File: src/rtl/wtet_pkg.sv
// Shared types, constants and a helper function for the timed event table.
package wtet_pkg;

  localparam int MAX_EVENTS = 32;
  localparam int ADDR_W     = (MAX_EVENTS > 1) ? $clog2(MAX_EVENTS) : 1;
  localparam int CNT_W      = $clog2(MAX_EVENTS + 1);
  localparam int S_TDATA_W  = 80;
  localparam int M_TDATA_W  = 32;
  localparam int KIND_W     = 2;
  localparam int IDX_W      = 5;
  localparam int NUM_W      = 5;
  localparam int ECNT_W     = 6;
  localparam int WDAY_BITS  = 8;

  localparam logic [7:0] DONT_CARE = 8'd255;

  localparam logic [KIND_W-1:0] KIND_WRITE  = 2'd0;
  localparam logic [KIND_W-1:0] KIND_DELETE = 2'd1;
  localparam logic [KIND_W-1:0] KIND_TICK   = 2'd2;

  typedef struct packed {
    logic [7:0] sec;
    logic [7:0] min;
    logic [7:0] hr;
    logic [7:0] wmask;
    logic [7:0] dd;
    logic [7:0] mm;
    logic [7:0] yy;
    logic       special;
    logic [7:0] channel;
    logic [7:0] data;
  } entry_t;

  // Declared from the top bit down so that status lands in bit 0.
  typedef struct packed {
    logic [ECNT_W-1:0] entry_count;
    logic [7:0]        data;
    logic [7:0]        channel;
    logic              special;
    logic [NUM_W-1:0]  entry_number;
    logic              matched;
    logic              status;
  } result_t;

  typedef enum logic {
    OSEL_PLAIN,
    OSEL_HELD
  } out_sel_t;

  typedef struct packed {
    logic              capture;
    logic              mem_wr;
    logic              wr_from_rd;
    logic              rd_en;
    logic [ADDR_W-1:0] rd_addr;
    logic              count_inc;
    logic              count_dec;
    logic              held_load;
    logic              out_load;
    out_sel_t          out_sel;
    logic              out_last;
  } dp_cmd_t;

  typedef struct packed {
    logic [KIND_W-1:0] kind;
    logic [IDX_W-1:0]  index;
    logic              reject;
    logic              index_at_count;
    logic [CNT_W-1:0]  count;
    logic              match;
    logic              out_free;
  } dp_stat_t;

  function automatic logic field_ok(input logic [7:0] stored, input logic [7:0] now);
    return (stored == now) || (stored == DONT_CARE);
  endfunction

endpackage

File: src/rtl/wtet_ctrl.sv
// Controller state machine that sequences writes, delete shifts and tick scans.
module wtet_ctrl import wtet_pkg::*; (
  input  logic     clk,
  input  logic     rst,
  input  logic     s_tvalid,
  output logic     s_tready,
  output dp_cmd_t  cmd,
  input  dp_stat_t stat
);

  typedef enum logic [2:0] {
    ST_IDLE,
    ST_DISPATCH,
    ST_WRITE,
    ST_DELETE,
    ST_SCAN,
    ST_FINISH,
    ST_RESP
  } state_t;

  state_t           state, state_next;
  logic [CNT_W-1:0] ptr, ptr_next;
  logic             cmp_valid, cmp_valid_next;
  logic             held_valid, held_valid_next;
  logic             more;
  logic             hit;
  logic             stall;

  assign s_tready = (state == ST_IDLE);
  assign more     = (ptr < stat.count);
  assign hit      = cmp_valid && stat.match;
  assign stall    = hit && held_valid && !stat.out_free;

  always_comb begin
    cmd             = '0;
    state_next      = state;
    ptr_next        = ptr;
    cmp_valid_next  = cmp_valid;
    held_valid_next = held_valid;
    cmd.capture     = s_tvalid && s_tready;
    cmd.rd_addr     = ADDR_W'(ptr);
    case (state)
      ST_IDLE: begin
        if (s_tvalid) begin
          state_next = ST_DISPATCH;
        end
      end
      ST_DISPATCH: begin
        cmp_valid_next  = 1'b0;
        held_valid_next = 1'b0;
        case (stat.kind)
          KIND_WRITE: state_next = ST_WRITE;
          KIND_DELETE: begin
            ptr_next   = CNT_W'(stat.index) + CNT_W'(1);
            state_next = stat.reject ? ST_RESP : ST_DELETE;
          end
          KIND_TICK: begin
            ptr_next   = '0;
            state_next = ST_SCAN;
          end
          default: state_next = ST_RESP;
        endcase
      end
      ST_WRITE: begin
        cmd.mem_wr    = !stat.reject;
        cmd.count_inc = !stat.reject && stat.index_at_count;
        state_next    = ST_RESP;
      end
      ST_DELETE: begin
        cmd.mem_wr     = cmp_valid;
        cmd.wr_from_rd = 1'b1;
        cmd.rd_en      = more;
        cmp_valid_next = more;
        if (more) begin
          ptr_next = ptr + CNT_W'(1);
        end else if (!cmp_valid) begin
          cmd.count_dec = 1'b1;
          state_next    = ST_RESP;
        end
      end
      ST_SCAN: begin
        if (!stall) begin
          cmd.held_load = hit;
          if (hit && held_valid) begin
            cmd.out_load = 1'b1;
            cmd.out_sel  = OSEL_HELD;
          end
          held_valid_next = held_valid || hit;
          cmd.rd_en       = more;
          cmp_valid_next  = more;
          if (more) begin
            ptr_next = ptr + CNT_W'(1);
          end else if (!cmp_valid) begin
            state_next = ST_FINISH;
          end
        end
      end
      ST_FINISH: begin
        if (stat.out_free) begin
          cmd.out_load    = 1'b1;
          cmd.out_sel     = held_valid ? OSEL_HELD : OSEL_PLAIN;
          cmd.out_last    = 1'b1;
          held_valid_next = 1'b0;
          state_next      = ST_IDLE;
        end
      end
      ST_RESP: begin
        if (stat.out_free) begin
          cmd.out_load = 1'b1;
          cmd.out_sel  = OSEL_PLAIN;
          cmd.out_last = 1'b1;
          state_next   = ST_IDLE;
        end
      end
      default: state_next = ST_IDLE;
    endcase
  end

  always_ff @(posedge clk) begin
    if (rst) begin
      state      <= ST_IDLE;
      ptr        <= '0;
      cmp_valid  <= 1'b0;
      held_valid <= 1'b0;
    end else begin
      state      <= state_next;
      ptr        <= ptr_next;
      cmp_valid  <= cmp_valid_next;
      held_valid <= held_valid_next;
    end
  end

endmodule

File: src/rtl/wtet_dpath.sv
// Datapath: item registers, entry memory, match logic, entry count and output register.
module wtet_dpath import wtet_pkg::*; (
  input  logic                 clk,
  input  logic                 rst,
  input  logic [S_TDATA_W-1:0] s_tdata,
  input  logic [KIND_W-1:0]    s_tuser,
  input  logic                 cfg_valid,
  output logic                 cfg_ready,
  input  logic                 cfg_data,
  output logic                 m_tvalid,
  input  logic                 m_tready,
  output logic [M_TDATA_W-1:0] m_tdata,
  output logic                 m_tlast,
  input  dp_cmd_t              cmd,
  output dp_stat_t             stat
);

  entry_t            mem [MAX_EVENTS];
  entry_t            item;
  entry_t            in_entry;
  entry_t            rd_entry;
  entry_t            wr_data;
  logic [ADDR_W-1:0] rd_addr;
  logic [ADDR_W-1:0] wr_addr;
  logic [KIND_W-1:0] kind;
  logic [IDX_W-1:0]  index;
  logic [IDX_W-1:0]  in_index;
  logic              reject, reject_next;
  logic [CNT_W-1:0]  count;
  logic              full_date;
  logic [NUM_W-1:0]  held_num;
  entry_t            held;
  result_t           out_res;
  result_t           res_plain;
  result_t           res_held;
  logic              wk;
  logic              time_ok;
  logic              date_ok;

  // Input tdata from bit 0: index, second, minute, hour, weekday, day, month,
  // year, action_special, action_channel, action_data.
  assign in_index         = s_tdata[4:0];
  assign in_entry.sec     = s_tdata[12:5];
  assign in_entry.min     = s_tdata[20:13];
  assign in_entry.hr      = s_tdata[28:21];
  assign in_entry.wmask   = s_tdata[36:29];
  assign in_entry.dd      = s_tdata[44:37];
  assign in_entry.mm      = s_tdata[52:45];
  assign in_entry.yy      = s_tdata[60:53];
  assign in_entry.special = s_tdata[61];
  assign in_entry.channel = s_tdata[69:62];
  assign in_entry.data    = s_tdata[77:70];

  always_comb begin
    case (s_tuser)
      KIND_WRITE:  reject_next = !((32'(in_index) <= 32'(count)) &&
                                   (32'(in_index) < 32'(MAX_EVENTS)));
      KIND_DELETE: reject_next = !(32'(in_index) < 32'(count));
      default:     reject_next = 1'b0;
    endcase
  end

  always_ff @(posedge clk) begin
    if (cmd.capture) begin
      kind   <= s_tuser;
      index  <= in_index;
      item   <= in_entry;
      reject <= reject_next;
    end
  end

  assign cfg_ready = 1'b1;

  always_ff @(posedge clk) begin
    if (rst) begin
      full_date <= 1'b1;
      count     <= '0;
    end else begin
      if (cfg_valid) begin
        full_date <= cfg_data;
      end
      if (cmd.count_inc) begin
        count <= count + CNT_W'(1);
      end else if (cmd.count_dec) begin
        count <= count - CNT_W'(1);
      end
    end
  end

  assign wr_data = cmd.wr_from_rd ? rd_entry : item;
  assign wr_addr = cmd.wr_from_rd ? (rd_addr - ADDR_W'(1)) : ADDR_W'(index);

  always_ff @(posedge clk) begin
    if (cmd.mem_wr) begin
      mem[wr_addr] <= wr_data;
    end
    if (cmd.rd_en) begin
      rd_entry <= mem[cmd.rd_addr];
      rd_addr  <= cmd.rd_addr;
    end
  end

  // On a tick the item's weekday field holds the current weekday, 1 to 8.
  assign wk = (item.wmask != 8'd0) && (item.wmask <= 8'(WDAY_BITS)) &&
              rd_entry.wmask[3'(item.wmask - 8'd1)];
  assign time_ok = field_ok(rd_entry.sec, item.sec) && field_ok(rd_entry.min, item.min) &&
                   field_ok(rd_entry.hr, item.hr) && wk;
  assign date_ok = field_ok(rd_entry.dd, item.dd) && field_ok(rd_entry.mm, item.mm) &&
                   field_ok(rd_entry.yy, item.yy);

  always_ff @(posedge clk) begin
    if (cmd.held_load) begin
      held     <= rd_entry;
      held_num <= NUM_W'(rd_addr);
    end
  end

  always_comb begin
    res_plain              = '0;
    res_plain.status       = reject;
    res_plain.entry_number = ((kind == KIND_WRITE) || (kind == KIND_DELETE)) ? index : '0;
    res_plain.entry_count  = ECNT_W'(count);
    res_held               = '0;
    res_held.matched       = 1'b1;
    res_held.entry_number  = held_num;
    res_held.special       = held.special;
    res_held.channel       = held.channel;
    res_held.data          = held.data;
    res_held.entry_count   = ECNT_W'(count);
  end

  always_ff @(posedge clk) begin
    if (rst) begin
      m_tvalid <= 1'b0;
    end else if (cmd.out_load) begin
      m_tvalid <= 1'b1;
    end else if (m_tready) begin
      m_tvalid <= 1'b0;
    end
  end

  always_ff @(posedge clk) begin
    if (cmd.out_load) begin
      out_res <= (cmd.out_sel == OSEL_HELD) ? res_held : res_plain;
      m_tlast <= cmd.out_last;
    end
  end

  assign m_tdata = {{(M_TDATA_W - $bits(result_t)){1'b0}}, out_res};

  assign stat.kind           = kind;
  assign stat.index          = index;
  assign stat.reject         = reject;
  assign stat.index_at_count = (32'(index) == 32'(count));
  assign stat.count          = count;
  assign stat.match          = time_ok && (date_ok || !full_date);
  assign stat.out_free       = !m_tvalid || m_tready;

endmodule

File: src/rtl/wildcard_time_event_table_top.sv
// Top level of the timed event table: controller plus datapath.
// A write shows its single result after the dispatch, write and response states, an unused
// kind after dispatch and response. A delete shifts each entry above the index down one place;
// a rejected delete goes straight to its result. A tick scans every entry before its final
// result; one entry is read per cycle, and a stalled output holds the scan when a match waits.
// The next item is taken from the cycle after the final result is loaded; reset clears the
// entry count and the output valid and sets full date matching.
module wildcard_time_event_table_top import wtet_pkg::*; (
  input  logic                 clk,
  input  logic                 rst,
  input  logic                 s_tvalid,
  output logic                 s_tready,
  // index, second, minute, hour, weekday, day, month, year, action_special,
  // action_channel, action_data
  input  logic [S_TDATA_W-1:0] s_tdata,
  input  logic [KIND_W-1:0]    s_tuser,     // kind
  output logic                 m_tvalid,
  input  logic                 m_tready,
  // status, matched, entry_number, out_special, out_channel, out_data, entry_count
  output logic [M_TDATA_W-1:0] m_tdata,
  output logic                 m_tlast,
  input  logic                 cfg_valid,
  output logic                 cfg_ready,
  input  logic                 cfg_data     // full_date_match
);

  dp_cmd_t  cmd;
  dp_stat_t stat;

  wtet_ctrl u_ctrl (
    .clk      (clk),
    .rst      (rst),
    .s_tvalid (s_tvalid),
    .s_tready (s_tready),
    .cmd      (cmd),
    .stat     (stat)
  );

  wtet_dpath u_dpath (
    .clk       (clk),
    .rst       (rst),
    .s_tdata   (s_tdata),
    .s_tuser   (s_tuser),
    .cfg_valid (cfg_valid),
    .cfg_ready (cfg_ready),
    .cfg_data  (cfg_data),
    .m_tvalid  (m_tvalid),
    .m_tready  (m_tready),
    .m_tdata   (m_tdata),
    .m_tlast   (m_tlast),
    .cmd       (cmd),
    .stat      (stat)
  );

endmodule

File: config.mk
export PLATFORM = sky130hd
export DESIGN_NAME = wildcard_time_event_table_top
export DESIGN_NICKNAME = d
export VERILOG_FILES = /design/src/rtl/wtet_pkg.sv /design/src/rtl/wtet_ctrl.sv /design/src/rtl/wtet_dpath.sv /design/src/rtl/wildcard_time_event_table_top.sv
export SDC_FILE = /design/constraint.sdc
export NUM_CORES = 2
export LEC_CHECK = 0
export BUFFER_PORTS_ARGS = -buffer_cell sky130_fd_sc_hd__buf_2
export CORE_MARGIN = 5
export CORE_UTILIZATION = 58
export DETAILED_ROUTE_END_ITERATION = 6
export MAX_ROUTING_LAYER = met4
export PLACE_DENSITY = 0.81
export SLEW_MARGIN = 20
export SYNTH_ARGS = -nofsm -noshare
export SYNTH_HDL_FRONTEND = slang
export SYNTH_SLANG_ARGS = --single-unit
File: constraint.sdc
create_clock -name clk -period 7.1 [get_ports clk]
set_input_delay 0.71 -clock clk [delete_from_list [all_inputs] [get_ports clk]]
set_output_delay 0.71 -clock clk [all_outputs]
set_load 0.02 [all_outputs]
Word level (Yosys, flattened, before mapping)

Memories as Yosys holds them, arrays and structs flattened. A register that Yosys moved wholly into a read port is not among the register bits.
Cells that the tools add are included.

Input port bits: 88
Logic and storage cells: 166
Output and inout bits: 36
Register bits after elaboration: 158
Bits in writable memories: 2336
Memories: 1

Equality and inequality tests: 31
Multiplexer cells: 48
Reduce and logical (&&, ||, !) cells: 42
Magnitude comparators: 5
$add $sub $neg: 6

Memory list:

| name        | depth | width | read ports | clocked after memory_dff | write ports | RTL line         | source |
|---|---|---|---|---|---|---|---|
| u_dpath.mem | 32    | 73    | 1          | 1                        | 1           | wtet_dpath.sv:18 | `entry_t mem [MAX_EVENTS];` |

Operators by type and width:

| cell                                                                  | count |
|---|---|
| 73-bit 2-to-1 mux                                                     | 1 |
| 8-bit == test                                                         | 6 |
| 8-bit == test, second input constant                                  | 6 |
| 3-bit 2-to-1 mux                                                      | 11 |
| 6-bit 2-to-1 mux                                                      | 4 |
| 3-bit case mux with 6 select lines                                    | 1 |
| 6-bit case mux with 3 select lines                                    | 1 |
| 1-bit 2-to-1 mux                                                      | 16 |
| 1-bit logical AND                                                     | 13 |
| 6-bit by 1-bit adder with 6-bit output, second input constant         | 2 |
| 2-bit != test, second input constant                                  | 6 |
| 6-bit case mux with 2 select lines                                    | 1 |
| 1-bit logical OR                                                      | 10 |
| 5-bit 2-to-1 mux                                                      | 2 |
| 3-bit == test, second input constant                                  | 3 |
| 3-bit case mux with 3 select lines                                    | 1 |
| 8-bit by 4-bit <= comparator with 1-bit output, second input constant | 1 |
| 1-bit case mux with 2 select lines                                    | 4 |
| 8-bit nonzero test                                                    | 1 |
| 7-bit 2-to-1 mux                                                      | 1 |
| 7-bit AND reduction                                                   | 1 |
| 5-bit by 1-bit adder with 6-bit output, second input constant         | 1 |
| 3-bit by 2-bit == test with 1-bit output, second input constant       | 2 |
| 5-bit by 6-bit == test with 1-bit output                              | 1 |
| other kinds (24)                                                      | 36 |

Logic depth before layout (Yosys ltp)

Depth after elaboration: 12
Depth in mapped cells: 12
Depth with buffers taken out: 11

Cells and area by module

A second synthesis with hierarchy kept.

Cell total of the unflattened synthesis: 4032
Area, all modules: 98569.5 um^2

By module, submodules not included:

| module     | area an instance (um^2) | seq. area each (um^2) | cells an instance | times used |
|---|---|---|---|---|
| wtet_dpath | 97428.4                 | 76673.5               | 3883              | 1 |
| wtet_ctrl  | 1141.1                  | 220.2                 | 149               | 1 |

Least setup slack after synthesis

No wires, ideal clock.

Path kind: reg-to-reg
Start: register u_dpath.item[41] (netlist name)
End: register u_dpath.rd_addr[0] (enable)
Library setup time: 540 ps
Stages on the path, launching flop included: 10
Arrival: 5565 ps
Period minus slack after synthesis: 6105 ps
Required time: 6560 ps
Path buffers: 0
Setup slack: 995 ps
Cells stage by stage: edfxtp_1 inv_1 ha_1 mux4_2 mux2_2 a22oi_1 inv_1 nand4b_2 o21ai_0 a21oi_1

RTL lines:

| item                   | RTL line         | source |
|---|---|---|
| from (decl)            | wtet_dpath.sv:19 | `entry_t item;` |
| from (signal assigned) | wtet_dpath.sv:67 | `item <= in_entry;` |
| to (signal assigned)   | wtet_dpath.sv:99 | `rd_addr <= cmd.rd_addr;` |
| to (decl)              | wtet_dpath.sv:23 | `logic [ADDR_W-1:0] rd_addr;` |

Final worst setup path

Start: register u_ctrl.state[0]
End: memory u_dpath.mem[16][46] (netlist name) (enable)

Word-level cells in the longest chain between the ends: 4
Elaborated cells between the ends (all ways): 7
Those cells by class: 2 x eq/ne; 5 x mux

Ends and longest elaborated chain:

| item                                     | RTL line         | source |
|---|---|---|
| from (decl)                              | wtet_ctrl.sv:21  | `state_t state, state_next;` |
| from (signal assigned)                   | wtet_ctrl.sv:126 | `state <= state_next;` |
| 3-bit by 2-bit == test with 1-bit output | wtet_ctrl.sv:42  | `case (state)` |
| 1-bit case mux with 2 select lines       | wtet_ctrl.sv:42  |  |
| 1-bit 2-to-1 mux                         | wtet_dpath.sv:94 | `if (cmd.mem_wr) begin` |
| 1-bit 2-to-1 mux (not written as such)   | wtet_dpath.sv:95 | `mem[wr_addr] <= wr_data;` |
| to (decl)                                | wtet_dpath.sv:18 |  |

Several ways; a longest one is shown, not always the timed one.

==> impl_metrics.yaml <==
power:
  p_seq_frac: 0.474
  intPower_mw: 29.1
  clkPwrFrac: 0.329
  p_leak_nw: 33.9
  pwr-share-comb: 0.197
  p_per_area_nw_per_um2: 363
  ir_drop_mv: 0.272
  switching_share: 0.276
  p_sw_mw: 11.1
route:
  drtPass1Iterations: 6
  post_drt_wl_per_cell_um: 40.4
  num_vias: 50900
  routed-wl-met2_um: 137000
  drt_iter0_drc: 9673
  remaining_drc_errors: 0
  detail-route-antenna-nets: 0
  met1Wirelength_um: 87300
  wl_met3_um: 36500
  finalWirelength_um: 280000
  viasPerCell: 7.35
  top_layer_used: "met4"
critical_path:
  worst_r2r_path_depth: 6
  arrival_ns: 5.60
  cp_max_fo: 50
  worstSetupPathType: "reg2reg"
  reg2reg_to: "u_dpath.mem[16][46]"
  r2r_start: "u_ctrl.state[0]"
  cp-end-kind: "flop"
  required_ns: 7.59
  ff2ff_setup_slack_ns: 1.99
  start_kind: "flop"
grt:
  grt_max_degree: 159
  grt_pass1_wl_um: 394000
  track_usage: 0.325
  overflow: 0
  grt_pass1_vias: 51900
  antenna_found_initial: 4
clock_tree:
  root_buffer: "clkbuf_16"
  clock-sinks: 2567
  clkLatencyLatePin_ns: 0.90
  clk_pin_slew_ns: 0.07
  cts_tree: "yes"
  htreeDepth: 4
  ctsResizeCount: 0
  numCtsBuffers: 238
  post_cts_buffers: 0
  clock_path_buffers: 3
logic_synthesis:
  synth_edf_count: 2548
  yosys_warnings: 0
  async_flop_share: 0
  avgSynthCellArea_um2: 23.5
  ys_ff_latch: 2567
  syn_inst: 4190
  yosysSeqAreaShare: 0.781
  ys.flop_type: "edfxtp_1"
  synth_area_um2: 98400
  yosysUniqueCellTypes: 52
floorplanning:
  dieArea_um2: 178000
  die_x_um: 422
  die_height_um: 422
  ios: 124
  core_area_um2: 169000
  start_util: 0.582
  core.rowCount: 151
timing:
  setup_viol: 0
  finalCritPeriodShare: 0.720
  hold_viol_final: 0
  tns_ns: 0
  setup_ws_ns: 1.99
  drv_slew: 0
  final.setup_skew_ns: 0.0724
  fmax_ghz: 0.196
  rsz0062_at_grt: "no"
  tightest_slew_ns: 1.28
  slew_headroom: 0.138
  min_period_ns: 5.11
finish:
  final_common_cell: "edfxtp_1"
  final_util: 0.655
  syn_to_final_growth_pct: 12.5
  fin_area_um2: 111000
  layout_common_cells: "2548 x edfxtp_1, 732 x mux4_2, 244 x nand2_1"
  drive_gt1_frac: 0.302
  nets: 4617
  stdcell_count: 6932
status:
  status: "completed"
place:
  dp.cells: 6427
  numPortBuffers: 118
  placed_area_um2: 102000
  pre_cts_slack_ns: 2.42
  gp_congestion: 0.800
  dp_hpwl_um: 121000
hold_path:
  holdPathEnd: "u_dpath.kind[1]"
  min_path_cells: 1
  holdCritPathClass: "in2reg"
  hp-start: "s_tuser[1]"
job:
  max_cap_viol_count: 0
==> critical path: stages, from the launching register on <==
cell and delay, ns:
dfxtp_1 0.73, nor2b_1 0.49, nand2_4 0.51, a21oi_1 0.74, nand3_1 0.60, nor2_4 0.99, buf_4 0.58
==> area by class of cell <==
class / count / area [um^2]
flip-flops and latches: 2567 / 76900
fillers: 9589 / 58300
multi-input cells: 1401 / 20900
clock buffers: 289 / 6240
well taps: 2218 / 2780
repair buffers: 279 / 2150
clock inverters: 155 / 1690
inverters: 19 / 71.3
diodes: 4 / 10.0
==> cells in the mapped netlist (18+ instances only) <==
cell,n,area share
edfxtp_1,2548,0.78
mux4_2,732,0.17
nand2_1,245,0.0093
clkbuf_1,133,0.0051
mux2_2,74,0.0085
nor2_1,61,0.0023
xor2_1,55,0.0049
buf_2,49,0.0025
a21oi_1,31,0.0016
ha_1,22,0.0028
and2_1,20,0.0013
buf_1,19,0.00072
dfxtp_1,19,0.0039
inv_1,19,0.00072
o21ai_0,19,0.00097
nor4_1,18,0.0011
==> kinds of logic after synthesis <==
kind of cell | after synthesis | share of synthesized area
fa+ha+maj | 23 | 0.00300
mux | 814 | 0.177
other cells | 2 | 0.0000763
xor+xnor | 65 | 0.00578
simple gates | 406 | 0.0181
compound gates | 90 | 0.00562
buf+inv | 223 | 0.00924
flops | 2567 | 0.781
==> state kept, by name, indices dropped and copies added, names as in the netlist, 2 cells and up <==
register,count
u_dpath.held,17
u_dpath.m_tdata,30
u_dpath.rd_entry,73
u_dpath.kind,2
u_dpath.index,5
u_ctrl.state,3
u_dpath.item,73
u_dpath.count,6
u_dpath.rd_addr,5
u_dpath.mem,2336
u_dpath.held_num,5
u_ctrl.ptr,6
==> metrics by stage <==
step	power, mW	hold slack [ns]
global route	41.4	0.0257
floorplan	24.6	0.426
CTS	40.1	0.00243
detailed placement	26.8	0.440
finish	40.2	0.0469
global placement	26.5	0.438
==> per-layer routing <==
| layer | vias up | track usage |
|---|---|---|
| met5 | - | - |
| met4 | 0 | 0.177 |
| met3 | 1174 | 0.0756 |
| met2 | 5309 | 0.508 |
| met1 | 26100 | 0.400 |
| li1 | 18400 | - |
==> power by group through the flow <==
| stage | clock network [mW] | registers, mW | logic (mW) |
|---|---|---|---|
| after floorplan | 0 | 19.0 | 5.55 |
| after global placement | 0 | 19.3 | 7.21 |
| after detailed placement | 0 | 19.3 | 7.47 |
| after CTS | 13.3 | 19.0 | 7.84 |
| after global routing | 14.0 | 19.1 | 8.32 |
| final | 13.2 | 19.1 | 7.93 |
==> timing repair <==
action	in CTS	in global routing
hold endpoints to repair	57	0
hold buffers	57	0
endpoints found under the setup margin	0	0
==> how the worst max path moves through the flow <==
stage | startpoint | endpoint | slack (ns) | cells after the start
after detailed placement | u_ctrl.state[0] | u_dpath.mem[31][63] | 2.42 | 6
after CTS | u_ctrl.state[0] | u_dpath.mem[16][46] | 2.15 | 6
after floorplan | u_dpath.item[41] | u_dpath.rd_addr[0] | 1.0 | 9
after global routing | u_ctrl.state[0] | u_dpath.mem[16][46] | 1.99 | 6
final | u_ctrl.state[0] | u_dpath.mem[16][46] | 1.99 | 6
after global placement | u_ctrl.state[0] | u_dpath.mem[31][62] | 2.63 | 6
(Power assumes the default switching activity.)
